==> config.mk <==
export PLATFORM = sky130hd
export DESIGN_NAME = array_list_engine_unit
export DESIGN_NICKNAME = d
export VERILOG_FILES = /design/src/rtl/ale_pkg.sv /design/src/rtl/ale_ctrl.sv /design/src/rtl/ale_dp.sv /design/src/rtl/array_list_engine_unit.sv
export SDC_FILE = /design/constraint.sdc
export NUM_CORES = 2
export LEC_CHECK = 0
export BUFFER_PORTS_ARGS = -buffer_cell sky130_fd_sc_hd__buf_2
export CORE_MARGIN = 2
export CORE_UTILIZATION = 50
export CTS_BUF_LIST = sky130_fd_sc_hd__clkbuf_16
export DETAILED_ROUTE_END_ITERATION = 7
export PLACE_DENSITY = 0.65
export REMOVE_ABC_BUFFERS = 1
export SLEW_MARGIN = 10
export SYNTH_ARGS = -nofsm -noshare
export SYNTH_HDL_FRONTEND = slang
export SYNTH_HIERARCHICAL = 1
export SYNTH_SLANG_ARGS = --single-unit
==> constraint.sdc <==
create_clock -name i_clk -period 7.47 [get_ports i_clk]
set_clock_uncertainty 0.05 [all_clocks]
set_input_delay 0 -clock i_clk [delete_from_list [all_inputs] [get_ports i_clk]]
set_output_delay 0 -clock i_clk [all_outputs]
set_load 0.1 [all_outputs]
==> src/rtl/ale_pkg.sv <==
// Shared types and constants for the array list engine.
`timescale 1ns / 1ps

package ale_pkg;

    localparam int POS_W = 7;
    localparam int VAL_W = 32;
    localparam int OP_W  = 4;

    // Operation codes carried on the request tuser field.
    localparam logic [OP_W-1:0] OP_SELECT       = 4'd0;
    localparam logic [OP_W-1:0] OP_SEARCH       = 4'd1;
    localparam logic [OP_W-1:0] OP_INSERT       = 4'd2;
    localparam logic [OP_W-1:0] OP_INSERT_FRONT = 4'd3;
    localparam logic [OP_W-1:0] OP_INSERT_BACK  = 4'd4;
    localparam logic [OP_W-1:0] OP_REMOVE       = 4'd5;
    localparam logic [OP_W-1:0] OP_REMOVE_FRONT = 4'd6;
    localparam logic [OP_W-1:0] OP_REMOVE_BACK  = 4'd7;
    localparam logic [OP_W-1:0] OP_REPLACE      = 4'd8;

    typedef struct packed {
        logic load;    // take the request into the datapath
        logic walk;    // step the memory walk
        logic finish;  // commit the count and load the result register
    } t_cmd;

    typedef struct packed {
        logic done;      // walk finished, nothing left in the read pipeline
        logic out_free;  // result register can take a new result
    } t_status;

endpackage

==> src/rtl/ale_ctrl.sv <==
// Sequencing state machine for the array list engine.
`timescale 1ns / 1ps

module ale_ctrl
    import ale_pkg::*;
(
    input  logic    i_clk,
    input  logic    i_rst_n,
    input  logic    i_req_valid,
    output logic    o_req_ready,
    input  t_status i_st,
    output t_cmd    o_cmd
);

    typedef enum logic [1:0] {
        S_IDLE,
        S_WALK,
        S_HOLD
    } t_state;

    t_state r_state;
    t_state n_state;

    always_comb begin
        n_state      = r_state;
        o_cmd        = '0;
        o_req_ready  = 1'b0;
        case (r_state)
            S_IDLE: begin
                o_req_ready = 1'b1;
                if (i_req_valid) begin
                    o_cmd.load = 1'b1;
                    n_state    = S_WALK;
                end
            end
            S_WALK: begin
                o_cmd.walk = 1'b1;
                if (i_st.done) begin
                    if (i_st.out_free) begin
                        o_cmd.finish = 1'b1;
                        n_state      = S_IDLE;
                    end else begin
                        n_state = S_HOLD;
                    end
                end
            end
            S_HOLD: begin
                // The result waits here until the output register drains.
                if (i_st.out_free) begin
                    o_cmd.finish = 1'b1;
                    n_state      = S_IDLE;
                end
            end
            default: begin
                n_state = S_IDLE;
            end
        endcase
    end

    always_ff @(posedge i_clk) begin
        if (!i_rst_n) begin
            r_state <= S_IDLE;
        end else begin
            r_state <= n_state;
        end
    end

endmodule

==> src/rtl/ale_dp.sv <==
// Datapath of the array list engine: entry memory, count, walk pointer and result register.
`timescale 1ns / 1ps

module ale_dp
    import ale_pkg::*;
#(
    parameter int CAPACITY = 64
) (
    input  logic                    i_clk,
    input  logic                    i_rst_n,
    input  t_cmd                    i_cmd,
    output t_status                 o_st,
    input  logic [OP_W-1:0]         i_operation,
    input  logic [POS_W-1:0]        i_position_in,
    input  logic signed [VAL_W-1:0] i_value_in,
    input  logic                    i_res_ready,
    output logic                    o_res_valid,
    output logic                    o_ok,
    output logic signed [VAL_W-1:0] o_value_out,
    output logic [POS_W-1:0]        o_position_out,
    output logic [POS_W-1:0]        o_count,
    output logic                    o_is_empty,
    output logic                    o_is_full
);

    localparam int CW = $clog2(CAPACITY + 1);
    localparam int PW = (CW > POS_W) ? CW : POS_W;
    localparam int AW = (CAPACITY > 1) ? $clog2(CAPACITY) : 1;

    typedef enum logic [2:0] {
        K_NONE,
        K_SELECT,
        K_SEARCH,
        K_INSERT,
        K_REMOVE,
        K_REPLACE
    } t_kind;

    logic [VAL_W-1:0] mem [0:CAPACITY-1];

    logic [CW-1:0]    r_cnt;
    t_kind            r_kind;
    logic             r_ok;
    logic [PW-1:0]    r_at;
    logic [VAL_W-1:0] r_val;
    logic [PW-1:0]    r_idx;
    logic [CW-1:0]    r_left;
    logic             r_down;
    logic             r_rd_vld;
    logic [PW-1:0]    r_rd_idx;
    logic [VAL_W-1:0] r_rdata;
    logic             r_found;
    logic [PW-1:0]    r_fpos;

    logic             r_out_vld;
    logic             r_ok_q;
    logic [VAL_W-1:0] r_vout;
    logic [POS_W-1:0] r_pout;
    logic [POS_W-1:0] r_cout;
    logic             r_empty;
    logic             r_full;

    // Request decode.
    t_kind         n_kind;
    logic          n_ok;
    logic [PW-1:0] n_at;
    logic [PW-1:0] n_idx;
    logic [CW-1:0] n_left;
    logic          n_down;
    logic [PW-1:0] cnt_w;
    logic [PW-1:0] pos_w;
    logic [PW-1:0] cap_w;

    // Walk and result.
    logic          hit;
    logic          issue;
    logic          mv_we;
    logic [PW-1:0] mv_addr;
    logic          fin_we;
    logic [CW-1:0] n_cnt;
    logic [PW-1:0] n_cnt_w;
    logic [PW-1:0] pout_w;

    assign cnt_w = PW'(r_cnt);
    assign pos_w = PW'(i_position_in);
    assign cap_w = PW'(CAPACITY);

    always_comb begin
        n_kind = K_NONE;
        n_ok   = 1'b0;
        n_at   = '0;
        n_idx  = '0;
        n_left = '0;
        n_down = 1'b0;
        case (i_operation) inside
            OP_SELECT: begin
                n_kind = K_SELECT;
                n_ok   = (cnt_w != '0);
                // An index past the end reads the last entry.
                n_idx  = (pos_w < cnt_w) ? pos_w : cnt_w - PW'(1);
                n_left = n_ok ? CW'(1) : '0;
            end
            OP_SEARCH: begin
                n_kind = K_SEARCH;
                n_left = r_cnt;
            end
            OP_INSERT, OP_INSERT_FRONT, OP_INSERT_BACK: begin
                n_kind = K_INSERT;
                if (i_operation == OP_INSERT) begin
                    n_at = pos_w;
                end else if (i_operation == OP_INSERT_FRONT) begin
                    n_at = '0;
                end else begin
                    n_at = cnt_w;
                end
                n_ok   = (cnt_w < cap_w) && (n_at <= cnt_w);
                n_down = 1'b1;
                n_idx  = cnt_w - PW'(1);
                n_left = n_ok ? CW'(cnt_w - n_at) : '0;
            end
            OP_REMOVE, OP_REMOVE_FRONT, OP_REMOVE_BACK: begin
                n_kind = K_REMOVE;
                if (i_operation == OP_REMOVE) begin
                    n_at = pos_w;
                end else if (i_operation == OP_REMOVE_FRONT) begin
                    n_at = '0;
                end else begin
                    // On an empty list this wraps and fails the range check.
                    n_at = cnt_w - PW'(1);
                end
                n_ok   = (n_at < cnt_w);
                n_idx  = n_at + PW'(1);
                n_left = n_ok ? CW'(cnt_w - n_at - PW'(1)) : '0;
            end
            OP_REPLACE: begin
                n_kind = K_REPLACE;
                n_at   = pos_w;
                n_ok   = (pos_w < cnt_w);
            end
            default: begin
                n_kind = K_NONE;
            end
        endcase
    end

    assign hit   = r_rd_vld && (r_kind == K_SEARCH) && !r_found && (r_rdata == r_val);
    assign issue = i_cmd.walk && (r_left != '0) && !r_found && !hit;

    assign mv_we   = r_rd_vld && ((r_kind == K_INSERT) || (r_kind == K_REMOVE));
    assign mv_addr = r_down ? r_rd_idx + PW'(1) : r_rd_idx - PW'(1);
    assign fin_we  = i_cmd.finish && r_ok && ((r_kind == K_INSERT) || (r_kind == K_REPLACE));

    always_comb begin
        n_cnt = r_cnt;
        if (r_ok && (r_kind == K_INSERT)) begin
            n_cnt = r_cnt + CW'(1);
        end else if (r_ok && (r_kind == K_REMOVE)) begin
            n_cnt = r_cnt - CW'(1);
        end
    end

    assign n_cnt_w = PW'(n_cnt);
    assign pout_w  = r_found ? r_fpos : cnt_w;

    assign o_st.done     = !r_rd_vld && ((r_left == '0) || r_found);
    assign o_st.out_free = !r_out_vld || i_res_ready;

    // Entry memory: one read and one write a cycle, registered read data.
    always_ff @(posedge i_clk) begin
        if (issue) begin
            r_rdata <= mem[r_idx[AW-1:0]];
        end
        if (mv_we) begin
            mem[mv_addr[AW-1:0]] <= r_rdata;
        end else if (fin_we) begin
            mem[r_at[AW-1:0]] <= r_val;
        end
    end

    // Request registers and walk payload.
    always_ff @(posedge i_clk) begin
        if (i_cmd.load) begin
            r_kind <= n_kind;
            r_ok   <= n_ok;
            r_at   <= n_at;
            r_val  <= i_value_in;
            r_down <= n_down;
            r_idx  <= n_idx;
        end else if (issue) begin
            r_idx <= r_down ? r_idx - PW'(1) : r_idx + PW'(1);
        end
        if (issue) begin
            r_rd_idx <= r_idx;
        end
        if (hit) begin
            r_fpos <= r_rd_idx;
        end
    end

    // Control state.
    always_ff @(posedge i_clk) begin
        if (!i_rst_n) begin
            r_cnt    <= '0;
            r_left   <= '0;
            r_rd_vld <= 1'b0;
            r_found  <= 1'b0;
        end else begin
            r_rd_vld <= issue;
            if (i_cmd.load) begin
                r_left  <= n_left;
                r_found <= 1'b0;
            end else begin
                if (issue) begin
                    r_left <= r_left - CW'(1);
                end
                if (hit) begin
                    r_found <= 1'b1;
                end
            end
            if (i_cmd.finish) begin
                r_cnt <= n_cnt;
            end
        end
    end

    // Result register.
    always_ff @(posedge i_clk) begin
        if (!i_rst_n) begin
            r_out_vld <= 1'b0;
        end else if (i_cmd.finish) begin
            r_out_vld <= 1'b1;
        end else if (i_res_ready) begin
            r_out_vld <= 1'b0;
        end
    end

    always_ff @(posedge i_clk) begin
        if (i_cmd.finish) begin
            r_ok_q  <= (r_kind == K_SEARCH) ? r_found : r_ok;
            r_vout  <= ((r_kind == K_SELECT) && r_ok) ? r_rdata : '0;
            r_pout  <= (r_kind == K_SEARCH) ? pout_w[POS_W-1:0] : '0;
            r_cout  <= n_cnt_w[POS_W-1:0];
            r_empty <= (n_cnt == '0);
            r_full  <= (n_cnt_w == cap_w);
        end
    end

    assign o_res_valid    = r_out_vld;
    assign o_ok           = r_ok_q;
    assign o_value_out    = r_vout;
    assign o_position_out = r_pout;
    assign o_count        = r_cout;
    assign o_is_empty     = r_empty;
    assign o_is_full      = r_full;

endmodule

==> src/rtl/array_list_engine_unit.sv <==
// Top level of the array list engine: ordered list with insert, remove, search, select and replace.
//
//   channel   dir  handshake                  payload
//   request   in   i_s_tvalid / o_s_tready    i_s_tuser operation, i_s_tdata position, value
//   result    out  o_m_tvalid / i_m_tready    o_m_tdata ok, value, position, count, flags
//
// The walk reads entries from the entry memory, and the next request is taken once the walk
// has drained and its result is committed. Select reads one entry, search reads
// up to and including the match or the whole list, insert and remove read each entry they
// shift, and replace or a rejected request reads none. The result turns valid in the cycle
// the request side is ready again. The entry memory serves one read a cycle.
// Reset (synchronous, active low) empties the list; entries need no clearing.
// A finished result waits in the output register while the next request is taken; the
// request after that is held until the output register drains.
`timescale 1ns / 1ps

module array_list_engine_unit
    import ale_pkg::*;
#(
    parameter int CAPACITY = 64
) (
    input  logic        i_clk,
    input  logic        i_rst_n,
    input  logic        i_s_tvalid,
    output logic        o_s_tready,
    input  logic [39:0] i_s_tdata,   // position_in[6:0], value_in[38:7], zero pad
    input  logic [3:0]  i_s_tuser,   // operation[3:0]
    output logic        o_m_tvalid,
    input  logic        i_m_tready,
    output logic [55:0] o_m_tdata    // ok[0], value_out[32:1], position_out[39:33],
                                     // count[46:40], is_empty[47], is_full[48], zero pad
);

    t_cmd    cmd;
    t_status st;

    logic                    ok;
    logic signed [VAL_W-1:0] value_out;
    logic [POS_W-1:0]        position_out;
    logic [POS_W-1:0]        count;
    logic                    is_empty;
    logic                    is_full;

    ale_ctrl u_ctrl (
        .i_clk       (i_clk),
        .i_rst_n     (i_rst_n),
        .i_req_valid (i_s_tvalid),
        .o_req_ready (o_s_tready),
        .i_st        (st),
        .o_cmd       (cmd)
    );

    ale_dp #(
        .CAPACITY (CAPACITY)
    ) u_dp (
        .i_clk          (i_clk),
        .i_rst_n        (i_rst_n),
        .i_cmd          (cmd),
        .o_st           (st),
        .i_operation    (i_s_tuser),
        .i_position_in  (i_s_tdata[6:0]),
        .i_value_in     (i_s_tdata[38:7]),
        .i_res_ready    (i_m_tready),
        .o_res_valid    (o_m_tvalid),
        .o_ok           (ok),
        .o_value_out    (value_out),
        .o_position_out (position_out),
        .o_count        (count),
        .o_is_empty     (is_empty),
        .o_is_full      (is_full)
    );

    assign o_m_tdata = {7'd0, is_full, is_empty, count, position_out, value_out, ok};

`ifndef NO_ASSERTIONS
    // A result is committed only after the walk has drained and the output has room.
    a_finish_safe: assert property (@(posedge i_clk) disable iff (!i_rst_n)
        cmd.finish |-> (st.done && st.out_free))
        else $error("result committed before walk completed or output freed");

    // An accepted request keeps the engine busy for at least the next cycle.
    a_busy_after_accept: assert property (@(posedge i_clk) disable iff (!i_rst_n)
        (i_s_tvalid && o_s_tready) |=> !o_s_tready)
        else $error("request taken while previous one still in work");

    // Every commit shows up as a valid result on the next cycle.
    a_result_shown: assert property (@(posedge i_clk) disable iff (!i_rst_n)
        cmd.finish |=> o_m_tvalid)
        else $error("committed result not presented");

    // The list cannot be empty and full at once.
    a_flags_exclusive: assert property (@(posedge i_clk) disable iff (!i_rst_n)
        o_m_tvalid |-> !(is_empty && is_full))
        else $error("empty and full flags both set");
`endif

endmodule
==> summary.md <==
| Metric | Value |
|---|---|
| Max Clk Rate | roughly 190 MHz |
| Layout area overhead | 13.41% |
| Worst-skew pair later-pin latency | 840 ps |
| Largest net degree at the start of global routing | 118 |
| Antenna cells | 0 |
| Fin. max-slew vios | 0 |
| Leakage | 31.10 nW |
| Final instance area | roughly 99,000 µm² |
| Critical Path RT | slightly below 8000 ps |
| Htree depth | 4 |
| Vias in the first global route | between 40,000 and 50,000 |
| Status | finished, final reports clean |
| Place WS | ~2200 ps |
| Post-synth EDFFs | roughly 2,200 |
| Yosys reg bits | around 2,200 |
| Longest Clk Path Bufs | 3 |
| Synth unique cells | 76 |
| Commonest cells after routing, fill and taps aside | 2,193 x edfxtp_1, 659 x mux4_2, 216 x clkbuf_16 |
| Number of vias per cell | around 6.2 |
| GRT overflow | 0 |
| Global-route wire length before repair | around 300 mm |
| Gpl congestion | slightly above 0.9 |
| Commonest non-fill, non-tap cell in the layout | edfxtp_1 |
| Die Span X | ~420 µm |
| Max_cap viols | 0 |
| CTS tree | built |
| Rel. slew slack | about 20% |
| Worst slew pin tran | ~1200 ps |
| Final setup fails | 0 |
| YS warnings | 6 |
| PwrDens | around 390 nW/µm² |
| Clock Pin Slew Worst Setup and Hold Paths | roughly 60 ps |
| CTS Buf Count | 215 |
| Initial Util | between 50% and 60% |
| Final Hold Fails | 0 |
| Drt drc | 0 |
| Number of DRC markers in iteration 0 | roughly 4,600 |
| Crit Path Class | reg2reg |
| Routed WL per cell | about 30 µm |
| CP Capture Type | flip-flop |
| Hold/Removal Path Class | in2reg |
| Post-CTS Resized | 0 |
| # IOs | between 100 and 150 |
| Asr flop ratio synth | 0% |
| PortBufs | 97 |
| Mapped Avg Cell Area | 22.75 µm² |
| Tmin final | ~5300 ps |
| Post-detailed-placement cell area | 91,130 µm² |
| Die area | around 180,000 µm² |
| Routed WL | around 200 mm |
| Fin util | between 50% and 60% |
| Die Y | 421.3 µm |
| Final Worst Setup Slack | 2158 ps |
| DP HPWL | approximately 120 mm |
| Setup crit start kind | flip-flop |
| Dominant synthesized flop cell | edfxtp_1 |
| Total track usage | between 20% and 30% |
| Layout cell share with drive strength beyond 1 | ~30% |
| Antenna Violating Nets Remaining | 0 |
| DR vias | between 40,000 and 50,000 |
| Initial antenna violation count | 9 |
| Drt first pass iters | 6 |
| TritonCTS Sinks | about 2,200 |
| Maximum vdd drop | between 0.0003 and 0.0004 V |
| Nets | about 4,200 |
| Arrival time worst endpoint | approximately 5800 ps |
| Core Area | approximately 170,000 µm² |
| Post-synthesis sequential area ratio | about three quarters |
| RSZ-0062 raised after global routing | false |
| Worst Path Max Fanout | between 50 and 60 |
| # rows | ~150 |
| Root buffer cell | clkbuf_16 |
| Post-Synthesis Cell Area | roughly 87,000 µm² |
| Mapped Cells | ~3,800 |
| Fin crit share | a little under three quarters |
[registers in the layout, indices dropped and copies added (netlist names), 3 cells and up]
signal / flops
u_dp/o_count: 7
u_dp/r_idx: 7
u_dp/o_position_out: 7
u_dp/o_value_out: 32
u_dp/r_val: 32
u_dp/r_at: 6
u_dp/mem: 2048
u_dp/r_rdata: 32
u_dp/r_left: 7
u_dp/r_rd_idx: 7
u_dp/cnt_w: 7
u_dp/r_kind: 3
u_dp/r_fpos: 7
[where the power goes]
part | leakage [nW] | total, W | switching, W | internal (W)
Combinational | 7.71 | 0.0121 | 0.00744 | 0.00469
Clock | 3.47 | 0.0103 | 0.00450 | 0.00585
Sequential | 19.9 | 0.0160 | 0.000304 | 0.0157
[through the flow]
stage | setup TNS [ps] | instances | hold slack, ps | power (W)
2_1_floorplan | -3011640 | 3636 | 48.87 | 0.02409
3_3_place_gp | 0 | 6166 | 127.5 | 0.02831
3_5_place_dp | 0 | 6166 | 128.1 | 0.02847
4_1_cts | 0 | 6640 | 81.41 | 0.03880
5_1_grt | 0 | 6640 | 132.3 | 0.03986
6_report | 0 | 6640 | 132.9 | 0.03852
[Yosys cell counts, types with 11 or more instances]
| cell type | count | area [µm²] |
|---|---|---|
| xnor2_1 | 21 | 183.9 |
| clkbuf_1 | 97 | 364.1 |
| o21ai_0 | 33 | 165.2 |
| edfxtp_1 | 2193 | 65850 |
| buf_1 | 32 | 120.1 |
| mux4_2 | 659 | 14840 |
| inv_1 | 43 | 161.4 |
| xor2_1 | 38 | 332.8 |
| dfxtp_1 | 19 | 380.4 |
| buf_4 | 20 | 150.1 |
| and2_1 | 39 | 244.0 |
| nand2b_1 | 14 | 87.58 |
| mux2_2 | 46 | 518.0 |
| nor2_1 | 112 | 420.4 |
| mux2i_1 | 24 | 240.2 |
| a21oi_1 | 32 | 160.2 |
| nor4_1 | 19 | 118.9 |
| nor3_1 | 22 | 110.1 |
| a21o_1 | 11 | 82.58 |
| o21ai_1 | 17 | 85.08 |
| ha_1 | 42 | 525.5 |
| buf_2 | 46 | 230.2 |
| nand2_1 | 74 | 277.8 |
[critical path, cell delays in order, from the launching register on]
cell and delay, ps:
dfxtp_1 350, nor4_1 500, a31oi_1 200, nor2_1 200, a21oi_1 130, nor2_4 130, buf_4 740, a32o_1 280
a22oi_1 150, nor2b_1 280, nand2_1 670, nor2_4 790, buf_4 450
[repair_timing]
item / 4_1_cts / 5_1_grt
setup buffers: 0 / 0
endpoints found under the hold margin: 112 / 0
hold buffers: 89 / 0
[metal layers]
metal / vias up / share of wire (%) / global-route usage [%]
li1: 16891 / - / -
met1: 22173 / 42 / 34.40
met2: 1724 / 48 / 35.98
met3: 286 / 7.0 / 3.402
met4: 0 / 3.2 / 7.611
met5: - / 0 / 0
[kinds of logic after synthesis]
| logic type | share of synthesized area (%) |
|---|---|
| multiplexers | 17.95 |
| XOR/XNOR | 0.5936 |
| adder cells (fa/ha/maj) | 0.6956 |
| AO/OA/AOI/OAI | 1.509 |
| AND/OR/NAND/NOR | 1.975 |
| other | 0.004307 |
| flip-flops | 76.08 |
| buffers and inverters | 1.196 |
[layout make-up]
class | instances | area [µm²]
flip-flops and latches | 2212 | 66230
multi-input cells | 1380 | 20340
well taps | 2325 | 2909
clock buffers | 216 | 5405
fillers | 12600 | 74710
repair buffers | 294 | 2387
inverters | 44 | 165.2
clock inverters | 169 | 1295
[path summary, 6_finish.rpt]
path         slack [ps]             start          endpoint  cells past startpoint
max reg2reg        2160    u_dp/r_left[2]  u_dp/mem[11][23]                     12
max                2160    u_dp/r_left[2]  u_dp/mem[11][23]                     12
min reg2reg         430  u_dp/r_rd_idx[2]    u_dp/r_fpos[2]                      0
min                 130           i_rst_n     u_dp/cnt_w[4]                      3
(Power assumes the default switching activity.)
